==> src/rtl/core/potb_pkg.sv <==
// ----------------------------------------------------------------------------
// potb_pkg: shared types and constants of the timer bank
// Slot count, command and status codes, and the layout of one stored slot.
// ----------------------------------------------------------------------------
package potb_pkg;

  localparam int NumTimers = 16;
  localparam int IdxW      = (NumTimers > 1) ? $clog2(NumTimers) : 1;

  localparam int CmdW    = 2;
  localparam int SlotW   = 4;
  localparam int PeriodW = 32;
  localparam int StatusW = 2;

  typedef enum logic [CmdW-1:0] {
    CmdTick  = 2'd0,
    CmdInit  = 2'd1,
    CmdStart = 2'd2,
    CmdStop  = 2'd3
  } cmd_e;

  typedef enum logic [StatusW-1:0] {
    StOk         = 2'd0,
    StZeroPeriod = 2'd1,
    StUninit     = 2'd2
  } status_e;

  typedef struct packed {
    logic [PeriodW-1:0] rem;
    logic [PeriodW-1:0] per;
    logic               rep;
    logic               run;
  } entry_t;

  localparam int EntryW = $bits(entry_t);

  typedef struct packed {
    logic [CmdW-1:0]    cmd;
    logic [SlotW-1:0]   slot;
    logic               repeat_mode;
    logic [PeriodW-1:0] period_ticks;
  } item_t;

  typedef struct packed {
    logic               valid;
    logic [StatusW-1:0] status;
    logic               expired;
    logic [SlotW-1:0]   expired_slot;
    logic               last;
  } res_t;

endpackage

==> src/rtl/core/potb_in_if.sv <==
// ----------------------------------------------------------------------------
// potb_in_if: command channel
// Valid/ready channel carrying one timer command per transfer.
// ----------------------------------------------------------------------------
interface potb_in_if;
  logic                         valid;
  logic                         ready;
  logic [potb_pkg::CmdW-1:0]    cmd;
  logic [potb_pkg::SlotW-1:0]   slot;
  logic                         repeat_mode;
  logic [potb_pkg::PeriodW-1:0] period_ticks;

  modport source (output valid, output cmd, output slot, output repeat_mode,
                  output period_ticks, input ready);
  modport sink (input valid, input cmd, input slot, input repeat_mode,
                input period_ticks, output ready);
endinterface

==> src/rtl/core/potb_out_if.sv <==
// ----------------------------------------------------------------------------
// potb_out_if: result channel
// Valid/ready channel carrying one status or expiry result per transfer.
// ----------------------------------------------------------------------------
interface potb_out_if;
  logic                         valid;
  logic                         ready;
  logic [potb_pkg::StatusW-1:0] status;
  logic                         expired;
  logic [potb_pkg::SlotW-1:0]   expired_slot;
  logic                         last;

  modport source (output valid, output status, output expired,
                  output expired_slot, output last, input ready);
  modport sink (input valid, input status, input expired, input expired_slot,
                input last, output ready);
endinterface

==> src/rtl/core/potb_ram.sv <==
// ----------------------------------------------------------------------------
// potb_ram: generic single-write, single-read RAM
// Registered read port; read data holds while no read is issued.
// ----------------------------------------------------------------------------
module potb_ram #(
  parameter int Width = 8,
  parameter int Depth = 16,
  localparam int AddrW = (Depth > 1) ? $clog2(Depth) : 1
) (
  input  logic             clk_i,
  input  logic             we_i,
  input  logic [AddrW-1:0] wr_addr_i,
  input  logic [Width-1:0] wr_data_i,
  input  logic             re_i,
  input  logic [AddrW-1:0] rd_addr_i,
  output logic [Width-1:0] rd_data_o
);

  logic [Width-1:0] mem_q [Depth];
  logic [Width-1:0] rd_data_q;

  always_ff @(posedge clk_i) begin
    if (we_i) begin
      mem_q[wr_addr_i] <= wr_data_i;
    end
    if (re_i) begin
      rd_data_q <= mem_q[rd_addr_i];
    end
  end

  assign rd_data_o = rd_data_q;

endmodule

==> src/rtl/core/potb_outbuf.sv <==
// ----------------------------------------------------------------------------
// potb_outbuf: result output register
// Holds one result until the sink takes it; frees when the transfer occurs.
// ----------------------------------------------------------------------------
module potb_outbuf (
  input  logic              clk_i,
  input  logic              rst_ni,
  input  potb_pkg::res_t    push_i,
  output logic              can_push_o,
  potb_out_if.source        out_o
);

  logic           vld_q, vld_d;
  potb_pkg::res_t res_q;

  assign can_push_o = !vld_q || out_o.ready;

  always_comb begin
    vld_d = vld_q;
    if (push_i.valid && can_push_o) begin
      vld_d = 1'b1;
    end else if (out_o.ready) begin
      vld_d = 1'b0;
    end
  end

  always_ff @(posedge clk_i or negedge rst_ni) begin
    if (!rst_ni) begin
      vld_q <= 1'b0;
    end else begin
      vld_q <= vld_d;
    end
  end

  always_ff @(posedge clk_i) begin
    if (push_i.valid && can_push_o) begin
      res_q <= push_i;
    end
  end

  assign out_o.valid        = vld_q;
  assign out_o.status       = res_q.status;
  assign out_o.expired      = res_q.expired;
  assign out_o.expired_slot = res_q.expired_slot;
  assign out_o.last         = res_q.last;

endmodule

==> src/rtl/core/potb_ctrl.sv <==
// ----------------------------------------------------------------------------
// potb_ctrl: command sequencer and slot update
// Reads a slot from the state RAM, modifies it and writes it back; a tick
// sweeps all slots in order and queues expiries to the output register.
// ----------------------------------------------------------------------------
module potb_ctrl (
  input  logic                         clk_i,
  input  logic                         rst_ni,
  input  logic                         in_valid_i,
  output logic                         in_ready_o,
  input  potb_pkg::item_t              item_i,
  output logic                         re_o,
  output logic [potb_pkg::IdxW-1:0]    rd_addr_o,
  input  logic [potb_pkg::EntryW-1:0]  rd_data_i,
  output logic                         we_o,
  output logic [potb_pkg::IdxW-1:0]    wr_addr_o,
  output logic [potb_pkg::EntryW-1:0]  wr_data_o,
  output potb_pkg::res_t               push_o,
  input  logic                         can_push_i
);

  typedef enum logic [3:0] {
    StIdle  = 4'b0001,
    StCmd   = 4'b0010,
    StSweep = 4'b0100,
    StDone  = 4'b1000
  } state_e;

  state_e                        state_q, state_d;
  logic [potb_pkg::IdxW-1:0]     cur_q, cur_d;
  logic [potb_pkg::NumTimers-1:0] wr_vld_q, wr_vld_d;
  logic                          pend_vld_q, pend_vld_d;
  logic [potb_pkg::IdxW-1:0]     pend_idx_q, pend_idx_d;
  potb_pkg::cmd_e                cmd_q;
  logic                          slot_ok_q;
  logic                          mode_q;
  logic [potb_pkg::PeriodW-1:0]  per_q;

  potb_pkg::entry_t              cur_ent, nxt_ent;
  logic [potb_pkg::PeriodW-1:0]  rem_dec;
  logic [potb_pkg::PeriodW:0]    sum;
  logic                          accept;
  logic                          expire;
  logic                          at_end;
  logic [potb_pkg::IdxW-1:0]     in_idx;

  assign in_ready_o = (state_q == StIdle);
  assign accept     = in_valid_i && in_ready_o;
  assign in_idx     = potb_pkg::IdxW'(item_i.slot);
  assign at_end     = (cur_q == potb_pkg::IdxW'(potb_pkg::NumTimers - 1));

  assign cur_ent = wr_vld_q[cur_q] ? potb_pkg::entry_t'(rd_data_i) : '0;
  assign rem_dec = (cur_ent.rem != '0) ? cur_ent.rem - 1'b1 : '0;
  assign sum     = {1'b0, cur_ent.rem} + {1'b0, cur_ent.per};
  assign expire  = cur_ent.run && (rem_dec == '0);

  always_comb begin
    state_d    = state_q;
    cur_d      = cur_q;
    wr_vld_d   = wr_vld_q;
    pend_vld_d = pend_vld_q;
    pend_idx_d = pend_idx_q;
    re_o       = 1'b0;
    rd_addr_o  = cur_q;
    we_o       = 1'b0;
    wr_addr_o  = cur_q;
    nxt_ent    = cur_ent;
    push_o     = '0;

    unique case (state_q)
      StIdle: begin
        if (accept) begin
          re_o       = 1'b1;
          pend_vld_d = 1'b0;
          if (potb_pkg::cmd_e'(item_i.cmd) == potb_pkg::CmdTick) begin
            rd_addr_o = '0;
            cur_d     = '0;
            state_d   = StSweep;
          end else begin
            rd_addr_o = in_idx;
            cur_d     = in_idx;
            state_d   = StCmd;
          end
        end
      end
      StCmd: begin
        if (can_push_i) begin
          push_o.valid  = 1'b1;
          push_o.status = potb_pkg::StOk;
          push_o.last   = 1'b1;
          if (slot_ok_q) begin
            unique case (cmd_q)
              potb_pkg::CmdInit: begin
                if (per_q == '0) begin
                  push_o.status = potb_pkg::StZeroPeriod;
                end else begin
                  we_o        = 1'b1;
                  nxt_ent.rem = '0;
                  nxt_ent.per = per_q;
                  nxt_ent.rep = mode_q;
                  nxt_ent.run = 1'b0;
                end
              end
              potb_pkg::CmdStart: begin
                if (cur_ent.per == '0) begin
                  push_o.status = potb_pkg::StUninit;
                end else begin
                  we_o        = 1'b1;
                  nxt_ent.rem = sum[potb_pkg::PeriodW] ? '1 : sum[potb_pkg::PeriodW-1:0];
                  nxt_ent.run = 1'b1;
                end
              end
              potb_pkg::CmdStop: begin
                we_o        = 1'b1;
                nxt_ent.run = 1'b0;
              end
              default: begin
                we_o = 1'b0;
              end
            endcase
          end
          state_d = StIdle;
        end
      end
      StSweep: begin
        if (can_push_i) begin
          we_o = 1'b1;
          if (cur_ent.run) begin
            nxt_ent.rem = rem_dec;
            if (expire) begin
              if (cur_ent.rep) begin
                nxt_ent.rem = cur_ent.per;
              end else begin
                nxt_ent.run = 1'b0;
              end
            end
          end
          if (expire) begin
            push_o.valid        = pend_vld_q;
            push_o.status       = potb_pkg::StOk;
            push_o.expired      = 1'b1;
            push_o.expired_slot = potb_pkg::SlotW'(pend_idx_q);
            push_o.last         = 1'b0;
            pend_vld_d          = 1'b1;
            pend_idx_d          = cur_q;
          end
          if (at_end) begin
            state_d = StDone;
          end else begin
            re_o      = 1'b1;
            rd_addr_o = cur_q + 1'b1;
            cur_d     = cur_q + 1'b1;
          end
        end
      end
      StDone: begin
        if (can_push_i) begin
          push_o.valid        = 1'b1;
          push_o.status       = potb_pkg::StOk;
          push_o.expired      = pend_vld_q;
          push_o.expired_slot = pend_vld_q ? potb_pkg::SlotW'(pend_idx_q) : '0;
          push_o.last         = 1'b1;
          state_d             = StIdle;
        end
      end
      default: begin
        state_d = StIdle;
      end
    endcase

    if (we_o) begin
      wr_vld_d[cur_q] = 1'b1;
    end
  end

  assign wr_data_o = nxt_ent;

  always_ff @(posedge clk_i or negedge rst_ni) begin
    if (!rst_ni) begin
      state_q    <= StIdle;
      cur_q      <= '0;
      wr_vld_q   <= '0;
      pend_vld_q <= 1'b0;
      pend_idx_q <= '0;
    end else begin
      state_q    <= state_d;
      cur_q      <= cur_d;
      wr_vld_q   <= wr_vld_d;
      pend_vld_q <= pend_vld_d;
      pend_idx_q <= pend_idx_d;
    end
  end

  always_ff @(posedge clk_i) begin
    if (accept) begin
      cmd_q     <= potb_pkg::cmd_e'(item_i.cmd);
      slot_ok_q <= (32'(item_i.slot) < potb_pkg::NumTimers);
      mode_q    <= item_i.repeat_mode;
      per_q     <= item_i.period_ticks;
    end
  end

endmodule

==> src/rtl/core/periodic_oneshot_timer_bank.sv <==
// ----------------------------------------------------------------------------
// periodic_oneshot_timer_bank: periodic and one-shot timer bank
// Timer slots kept in one state RAM; commands init, start, stop and tick.
//
//   channel  dir  fields                                       per transfer
//   in_i     in   cmd, slot, repeat_mode, period_ticks         one command
//   out_o    out  status, expired, expired_slot, last          one result
//
// init, start and stop go from transfer to result through a read, then an update.
// A tick does one RAM read-modify-write per slot, then the closing result.
// One command is in flight at a time; a stalled result pauses the sweep.
// Reset marks every slot unwritten; unwritten slots read as all zero.
// ----------------------------------------------------------------------------
module periodic_oneshot_timer_bank (
  input  logic        clk_i,
  input  logic        rst_ni,
  potb_in_if.sink     in_i,
  potb_out_if.source  out_o
);

  potb_pkg::item_t                   item;
  potb_pkg::res_t                    push;
  logic                              can_push;
  logic                              re;
  logic                              we;
  logic [potb_pkg::IdxW-1:0]         rd_addr;
  logic [potb_pkg::IdxW-1:0]         wr_addr;
  logic [potb_pkg::EntryW-1:0]       rd_data;
  logic [potb_pkg::EntryW-1:0]       wr_data;

  assign item.cmd          = in_i.cmd;
  assign item.slot         = in_i.slot;
  assign item.repeat_mode  = in_i.repeat_mode;
  assign item.period_ticks = in_i.period_ticks;

  potb_ram #(
    .Width(potb_pkg::EntryW),
    .Depth(potb_pkg::NumTimers)
  ) u_ram (
    .clk_i    (clk_i),
    .we_i     (we),
    .wr_addr_i(wr_addr),
    .wr_data_i(wr_data),
    .re_i     (re),
    .rd_addr_i(rd_addr),
    .rd_data_o(rd_data)
  );

  potb_ctrl u_ctrl (
    .clk_i     (clk_i),
    .rst_ni    (rst_ni),
    .in_valid_i(in_i.valid),
    .in_ready_o(in_i.ready),
    .item_i    (item),
    .re_o      (re),
    .rd_addr_o (rd_addr),
    .rd_data_i (rd_data),
    .we_o      (we),
    .wr_addr_o (wr_addr),
    .wr_data_o (wr_data),
    .push_o    (push),
    .can_push_i(can_push)
  );

  potb_outbuf u_outbuf (
    .clk_i     (clk_i),
    .rst_ni    (rst_ni),
    .push_i    (push),
    .can_push_o(can_push),
    .out_o     (out_o)
  );

endmodule

==> src/flat_wrapper.sv <==
// flat-port wrapper written by rule: the top's interface ports become plain ports
module periodic_oneshot_timer_bank_flat 
  (clk_i, rst_ni, in_i_valid, in_i_cmd, in_i_slot, in_i_repeat_mode, in_i_period_ticks, in_i_ready, out_o_valid, out_o_status, out_o_expired, out_o_expired_slot, out_o_last, out_o_ready);
  potb_in_if in_i_i ();
  potb_out_if out_o_i ();
  input  logic clk_i;
  input  logic rst_ni;
  input wire logic [$bits(in_i_i.valid)-1:0] in_i_valid;
  input wire logic [$bits(in_i_i.cmd)-1:0] in_i_cmd;
  input wire logic [$bits(in_i_i.slot)-1:0] in_i_slot;
  input wire logic [$bits(in_i_i.repeat_mode)-1:0] in_i_repeat_mode;
  input wire logic [$bits(in_i_i.period_ticks)-1:0] in_i_period_ticks;
  output wire logic [$bits(in_i_i.ready)-1:0] in_i_ready;
  output wire logic [$bits(out_o_i.valid)-1:0] out_o_valid;
  output wire logic [$bits(out_o_i.status)-1:0] out_o_status;
  output wire logic [$bits(out_o_i.expired)-1:0] out_o_expired;
  output wire logic [$bits(out_o_i.expired_slot)-1:0] out_o_expired_slot;
  output wire logic [$bits(out_o_i.last)-1:0] out_o_last;
  input wire logic [$bits(out_o_i.ready)-1:0] out_o_ready;
  assign in_i_i.valid = in_i_valid;
  assign in_i_i.cmd = in_i_cmd;
  assign in_i_i.slot = in_i_slot;
  assign in_i_i.repeat_mode = in_i_repeat_mode;
  assign in_i_i.period_ticks = in_i_period_ticks;
  assign in_i_ready = in_i_i.ready;
  assign out_o_valid = out_o_i.valid;
  assign out_o_status = out_o_i.status;
  assign out_o_expired = out_o_i.expired;
  assign out_o_expired_slot = out_o_i.expired_slot;
  assign out_o_last = out_o_i.last;
  assign out_o_i.ready = out_o_ready;
  periodic_oneshot_timer_bank u_core (.clk_i(clk_i), .rst_ni(rst_ni), .in_i(in_i_i), .out_o(out_o_i));
endmodule
==> config.mk <==
export PLATFORM = sky130hd
export DESIGN_NAME = periodic_oneshot_timer_bank_flat
export DESIGN_NICKNAME = d
export VERILOG_FILES = /design/src/rtl/core/potb_pkg.sv /design/src/rtl/core/potb_in_if.sv /design/src/rtl/core/potb_out_if.sv /design/src/rtl/core/potb_ram.sv /design/src/rtl/core/potb_outbuf.sv /design/src/rtl/core/potb_ctrl.sv /design/src/rtl/core/periodic_oneshot_timer_bank.sv /design/src/flat_wrapper.sv
export SDC_FILE = /design/constraint.sdc
export NUM_CORES = 1
export LEC_CHECK = 0
export BUFFER_PORTS_ARGS = -buffer_cell sky130_fd_sc_hd__buf_2
export CAP_MARGIN = 40
export CORE_MARGIN = 1.5
export CORE_UTILIZATION = 40
export CTS_CLUSTER_DIAMETER = 80
export CTS_CLUSTER_SIZE = 12
export DETAILED_ROUTE_END_ITERATION = 6
export PLACE_DENSITY = 0.68
export SETUP_SLACK_MARGIN = 0.05
export SLEW_MARGIN = 5
export SYNTH_ARGS = -nofsm -noshare
export SYNTH_HDL_FRONTEND = slang
export SYNTH_HIERARCHICAL = 1
export SYNTH_SLANG_ARGS = --single-unit
==> constraint.sdc <==
create_clock -name clk_i -period 7.2 [get_ports clk_i]
set_input_delay 0.36 -clock clk_i [delete_from_list [all_inputs] [get_ports clk_i]]
set_output_delay 0.36 -clock clk_i [all_outputs]
set_load 0.005 [all_outputs]
* Yosys cells after proc, flatten, opt, wreduce, memory -nomap -nowiden
Memory sizes are Yosys's and may differ from the RTL's. A register that Yosys moved wholly into a read port is not among the register bits. Index checks and enable logic that the tools add are counted.
Storage, ports and cells: register bits 73, RAM bits 1056, input bits 43, output and inout bits 10, word-level logic and storage cells 115, memories 1
Operators by class: add/sub/neg operators 3, $lt $le $gt $ge 2, equal/unequal tests 13, multiplexer cells 65, bitwise operators 1, reductions and logical operators 17
Memory list:
- u_core.u_ram.mem_q | words 16, bits a word 66, rd ports 1, clocked after Yosys merged registers in 1, wr ports 1, line potb_ram.sv:19 | logic [Width-1:0] mem_q [Depth];
Operators by type and width (count):
- 2-to-1 mux 32 bit | 7
- 2-to-1 mux 66 bit | 3
- case mux 32 bit (2 select lines) | 2
- logical NOT 32 bit | 3
- 2-to-1 mux 33 bit | 2
- 2-to-1 mux 4 bit | 9
- adder 32 x 32 -> 33 bit | 1
- nonzero test 32 bit | 1
- subtractor 32 x 1 -> 32 bit, second input constant | 1
- 2-to-1 mux 9 bit | 3
- 2-to-1 mux 1 bit | 22
- bitwise OR 16 bit | 1
- case mux 4 bit (3 select lines) | 1
- case mux 5 bit (2 select lines) | 1
- case mux 1 bit (3 select lines) | 3
- case mux 3 bit (3 select lines) | 1
- == test 4 bit, second input constant | 2
- case mux 1 bit (2 select lines) | 4
- case mux 4 bit (2 select lines) | 1
- AND reduction 4 bit | 2
- 2-to-1 mux 3 bit | 2
- != test 2 bit, second input constant | 3
- less-than comparator 4 x 5 -> 1 bit, second input constant | 1
- adder 4 x 1 -> 4 bit, second input constant | 1
- 18 further kinds | 24

* Logic depth before layout (Yosys ltp)
depth in word-level cells 12, gate-level depth with buffers 22, depth with buffers taken out 17

* Cells and area by module
The synthesis kept the hierarchy.
By module, submodules not included:
- potb_ram | times used 1, cells an instance 1698, area each 41461.0 um^2, sequential area each 33692.3 um^2
- potb_ctrl | times used 1, cells an instance 1002, area each 7822.5 um^2, sequential area each 1778.0 um^2
- potb_outbuf | times used 1, cells an instance 12, area each 294.0 um^2, sequential area each 265.3 um^2

* Least setup slack after synthesis
No wires, ideal clock.
path kind register to register, from reg u_core.u_ctrl.cur_q, in the netlist u_core/u_ctrl/wr_addr_o[1], to mem u_core/u_ram/mem_q[0][0] (netlist name) (enable), library setup time 0.571 ns, arrival time 7.191 ns, data required time 6.629 ns, slack -0.562 ns, cell stages (with the launch flop) 12, path buffers 2, period minus slack after synthesis 7.762 ns, path through dfrtp_1 > buf_4 > mux2i_1 > mux4_2 > nor2_1 > buf_4 > nor2_2 > nor2_1 > a21oi_1 > o21ai_1 > or3b_2 > nor3_1
On the way: word-level cells in the longest chain between the ends 10
RTL lines:
- start, declared | line potb_ctrl.sv:30 | logic [potb_pkg::IdxW-1:0] cur_q, cur_d;
- start signal, assigned | line potb_ctrl.sv:187 | cur_q <= cur_d;
- binary-select mux 1 bit (select 4 bit) | line potb_ctrl.sv:52 | assign cur_ent = wr_vld_q[cur_q] ? potb_pkg::entry_t'(rd_data_i) : '0;
- 2-to-1 mux 1 bit (implied by the code) | line potb_ctrl.sv:52
- 2-to-1 mux 66 bit | line potb_ctrl.sv:52
- logical NOT 32 bit | line potb_ctrl.sv:105 | if (cur_ent.per == '0) begin
- 2-to-1 mux 1 bit | line potb_ctrl.sv:105
- case mux 1 bit (3 select lines) | line potb_ctrl.sv:92 | unique case (cmd_q)
- 2-to-1 mux 1 bit | line potb_ctrl.sv:87 | if (can_push_i) begin
- case mux 1 bit (2 select lines) | line potb_ctrl.sv:70 | unique case (state_q)
- net u_core.we | line periodic_oneshot_timer_bank.sv:25 | logic we;
- 2-to-1 mux 1 bit | line potb_ram.sv:23 | if (we_i) begin
- 2-to-1 mux 1 bit (implied by the code) | line potb_ram.sv:24 | mem_q[wr_addr_i] <= wr_data_i;
- end, declared | line potb_ram.sv:19
The timed path passes the listed nets, and every way through them passes these cells. The select of a mux whose other input is x is not followed.

* Worst setup path after layout
from reg u_core.u_ctrl.cur_q, in the netlist u_core/u_ctrl/wr_addr_o[1], to mem u_core/u_ram/mem_q[3][65] (netlist name) (data pin)
On the way: word-level cells in the longest chain between the ends 11, elaborated cells on any way between the ends 20, those cells by class add/sub: 2; mux: 14; reduce/logical: 4
RTL lines:
- binary-select mux 1 bit (select 4 bit) (*) | line potb_ctrl.sv:52
- 2-to-1 mux 1 bit (implied by the code) (*) | line potb_ctrl.sv:52
- 2-to-1 mux 66 bit (*) | line potb_ctrl.sv:52
- subtractor 32 x 1 -> 32 bit or nonzero test 32 bit (tied branches) | line potb_ctrl.sv:53 | assign rem_dec = (cur_ent.rem != '0) ? cur_ent.rem - 1'b1 : '0;
- 2-to-1 mux 32 bit | line potb_ctrl.sv:53
- logical NOT 32 bit | line potb_ctrl.sv:55 | assign expire = cur_ent.run && (rem_dec == '0);
- logical AND 1 bit | line potb_ctrl.sv:55
- 2-to-1 mux 32 bit | line potb_ctrl.sv:130 | if (expire) begin
- 2-to-1 mux 32 bit | line potb_ctrl.sv:128 | if (cur_ent.run) begin
- 2-to-1 mux 32 bit | line potb_ctrl.sv:126 | if (can_push_i) begin
- case mux 32 bit (2 select lines) (*) | line potb_ctrl.sv:70
- net u_core.wr_data (one bit) | line periodic_oneshot_timer_bank.sv:29 | logic [potb_pkg::EntryW-1:0] wr_data;
Mark *: on every way through the listed nets, which the timed path passes. The rest lies on a longest branch. The select of a mux whose other input is x is not followed.

==> impl_metrics.json <==
{
  "vias": 27200,
  "ys_types": 90,
  "fmax_ghz": 0.154,
  "start_util": 0.405,
  "hold_viol": 0,
  "insertion_delay_ns": 0.71,
  "crit_type": "reg -> reg",
  "internal_power_w": 0.0164,
  "port-buffer-count": 52,
  "instances_no_fill": 4489,
  "ant_nets": 0,
  "rsz0062_at_grt": "no",
  "synth_ff_type": "edfxtp_1",
  "period_minus_slack_ns": 6.48,
  "syn_nets": 2789,
  "layout-drive-gt1-share": 0.214,
  "synthCells": 2712,
  "synth_area_um2": 49600,
  "cts_buffers": 110,
  "fin_area_um2": 55600,
  "min_period_over_period": 0.901,
  "place_inst": 4324,
  "swShare": 0.359,
  "synth_seq_cells": 1195,
  "path_max_fanout": 20,
  "die_area_um2": 126000,
  "htreeDepth": 3,
  "grt_max_degree": 137,
  "placementRows": 128,
  "regToRegSetupSlack_ns": 0.72,
  "drtPass1Iterations": 6,
  "cts_tree": "yes",
  "globalplace.congestion": 0.984,
  "grt_use_total": 0.198,
  "routedWlPerCell_um": 28.0,
  "p_seq_frac": 0.410,
  "die_w_um": 355,
  "synth_edf_count": 1165,
  "diodes": 0,
  "combPwrFrac": 0.387,
  "final_nets": 2926,
  "avgSynthCellArea_um2": 18.3,
  "yosys_warnings": 6,
  "status": "finished, final reports clean",
  "hp-class": "in -> reg",
  "final_util": 0.454,
  "cts.clk_slew.worst_paths_ns": 0.07,
  "switching_power_w": 0.00917,
  "antenna_found_initial": 1,
  "clockBufferDepth": 3,
  "die_h_um": 355,
  "async_reset_ff_frac": 0.0251,
  "coreArea_um2": 122000,
  "fin_setup_tns_ns": 0,
  "viasPerCell": 6.07,
  "drc": 0,
  "grt_pass1_wl_mm": 184,
  "synth_common_cells": "edfxtp_1, mux4_2, nand2_1",
  "root_buffer": "clkbuf_16",
  "yosys.area.top_type": "edfxtp_1",
  "p_total_w": 0.0255,
  "cap_violations": 0,
  "pwr-share-clk": 0.203,
  "cp_data_arrival_time_ns": 6.84,
  "ys_top_cells_by_area": "edfxtp_1, mux4_2, a22oi_1",
  "finClkSkew_ns": 0.0546,
  "drv_slew": 0,
  "ir_worst_vdd_mv": 0.353,
  "drt_wl_total_mm": 126,
  "slew_headroom": 0.267,
  "yosysMostFrequentCell": "edfxtp_1",
  "critPathRequiredTime_ns": 7.55,
  "ioPinCount": 53,
  "leakage_nw": 17.8,
  "p_per_area_nw_per_um2": 459,
  "worst_setup_path_end_kind": "flop",
  "dp_hpwl_mm": 71.8,
  "dpl_cell_area_um2": 52200,
  "drt_iter0_markers": 3532,
  "cts.sinks": 1195,
  "setup_viol": 0,
  "synth_top_area_frac": 0.706,
  "ys_seq_area_frac": 0.721,
  "worst_pin_slew_ns": 1.10,
  "grt_remaining_overflow": 0,
  "grt_pass1_vias": 26900,
  "start_kind": "flop",
  "area_growth_pct": 12.1,
  "num-fill-cells": 10300
}
-- critical path, stage by stage (launching register included) --
cell and delay, ns:
dfrtp_1 0.93, mux2i_1 0.15, mux4_2 0.55, nor2_1 0.13
or2_2 0.27, nand2_1 0.13, ha_1 0.22, buf_4 0.16
nor3b_1 0.16, and2_1 0.31, o311ai_0 0.34, o21ai_0 0.17
a2111oi_1 0.42, nand4_1 0.21, o32ai_4 0.59, and2_1 0.66
a21oi_1 0.15, o21ai_1 0.53
-- per-layer routing --
| metal | share of wire | GRT usage | wire length [µm] | vias to the layer above |
|---|---|---|---|---|
| met1 | 0.42 | 0.291 | 53500 | 14400 |
| met5 | 0 | 0 | 0 | - |
| li1 | - | - | - | 11300 |
| met3 | 0.093 | 0.0415 | 11700 | 192 |
| met2 | 0.46 | 0.303 | 58000 | 1309 |
| met4 | 0.021 | 0.0468 | 2660 | 0 |
-- path summary, 6_finish.rpt --
check	startpoint	end	cells after the start
hold reg to reg	u_core/u_ctrl/pend_idx_q[1]	u_core/u_ctrl/pend_idx_q[1]	2
setup reg to reg	u_core/u_ctrl/wr_addr_o[1]	u_core/u_ram/mem_q[3][65]	17
min in group asynchronous	rst_ni	u_core/u_ctrl/wr_vld_q[14]	2
setup / recovery	u_core/u_ctrl/wr_addr_o[1]	u_core/u_ram/mem_q[3][65]	17
hold / removal	out_o_ready	u_core/u_outbuf/out_o.valid	3
max in group asynchronous	rst_ni	u_core/u_ctrl/pend_idx_q[3]	2
-- state kept, by name, indices dropped and copies added (netlist names) --
signal	count
u_core/u_outbuf/out_o.expired_slot	4
u_core/u_outbuf/out_o.last	1
u_core/u_ctrl/wr_addr_o	4
u_core/u_ctrl/pend_idx_q	4
u_core/u_ctrl/wr_vld_q	16
u_core/u_ctrl/per_q	32
u_core/u_ctrl/state_q	4
u_core/u_ram/rd_data_o	66
u_core/u_ctrl/cmd_q	2
u_core/u_ctrl/mode_q	1
u_core/u_outbuf/out_o.status	2
u_core/u_ctrl/pend_vld_q	1
u_core/u_outbuf/out_o.expired	1
u_core/u_ram/mem_q	1056
u_core/u_outbuf/out_o.valid	1
-- power by group through the flow --
| stage | logic [W] | registers [W] | clock network [W] |
|---|---|---|---|
| after CTS | 0.00979 | 0.0104 | 0.00525 |
| after global routing | 0.0106 | 0.0105 | 0.00551 |
| after global placement | 0.00954 | 0.0106 | 0 |
| after detailed placement | 0.00974 | 0.0106 | 0 |
| final | 0.00987 | 0.0105 | 0.00517 |
| after floorplan | 0.00710 | 0.0101 | 0 |
-- area by class of cell --
class	count	area (µm²)	share of cell area
sequential	1195	35700	0.643
multi-input combinational	1330	13200	0.237
clock buffer	120	2850	0.0513
tap	1625	2030	0.0366
timing repair buffer	184	1560	0.0280
clock inverter	7	145	0.00261
inverter	28	105	0.00189
-- cell usage in the layout, fill, tap and decap left out, drive strengths merged, types with 30 or more instances in the layout --
master | Yosys | layout
buf | 63 | 146
o21ai | 78 | 78
nor4 | 35 | 35
dlygate4sd3 | 0 | 37
ha | 33 | 33
nand3 | 31 | 31
a21oi | 78 | 78
nor2 | 86 | 86
and2 | 59 | 59
clkbuf | 96 | 120
a22oi | 141 | 141
mux4 | 265 | 265
edfxtp | 1165 | 1165
inv | 28 | 30
nand2 | 149 | 149
-- timing repair --
action                                 in CTS  in global routing
endpoints found under the hold margin      67                  0
hold buffers                               37                  0
setup buffers                               0                  0
gates resized for setup                     0                  0
-- kinds of logic after synthesis --
family                     share of synthesized area
adders and majority gates                     0.0105
buffers and inverters                         0.0175
and+or+nand+nor                               0.0509
AOI/OAI and AO/OA                             0.0630
muxes                                          0.129
DFF                                            0.721
xor gates and xnor gates                     0.00830
-- metrics by stage --
| step | hold slack, ns | setup WS [ns] |
|---|---|---|
| floorplan | 0.0644 | -0.277 |
| global placement | 0.448 | 0.866 |
| detailed placement | 0.457 | 0.950 |
| CTS | 0.0263 | 0.919 |
| global route | 0.0660 | 0.383 |
| finish | 0.0674 | 0.716 |
No activity file was read; power rests on OpenSTA's default activity.
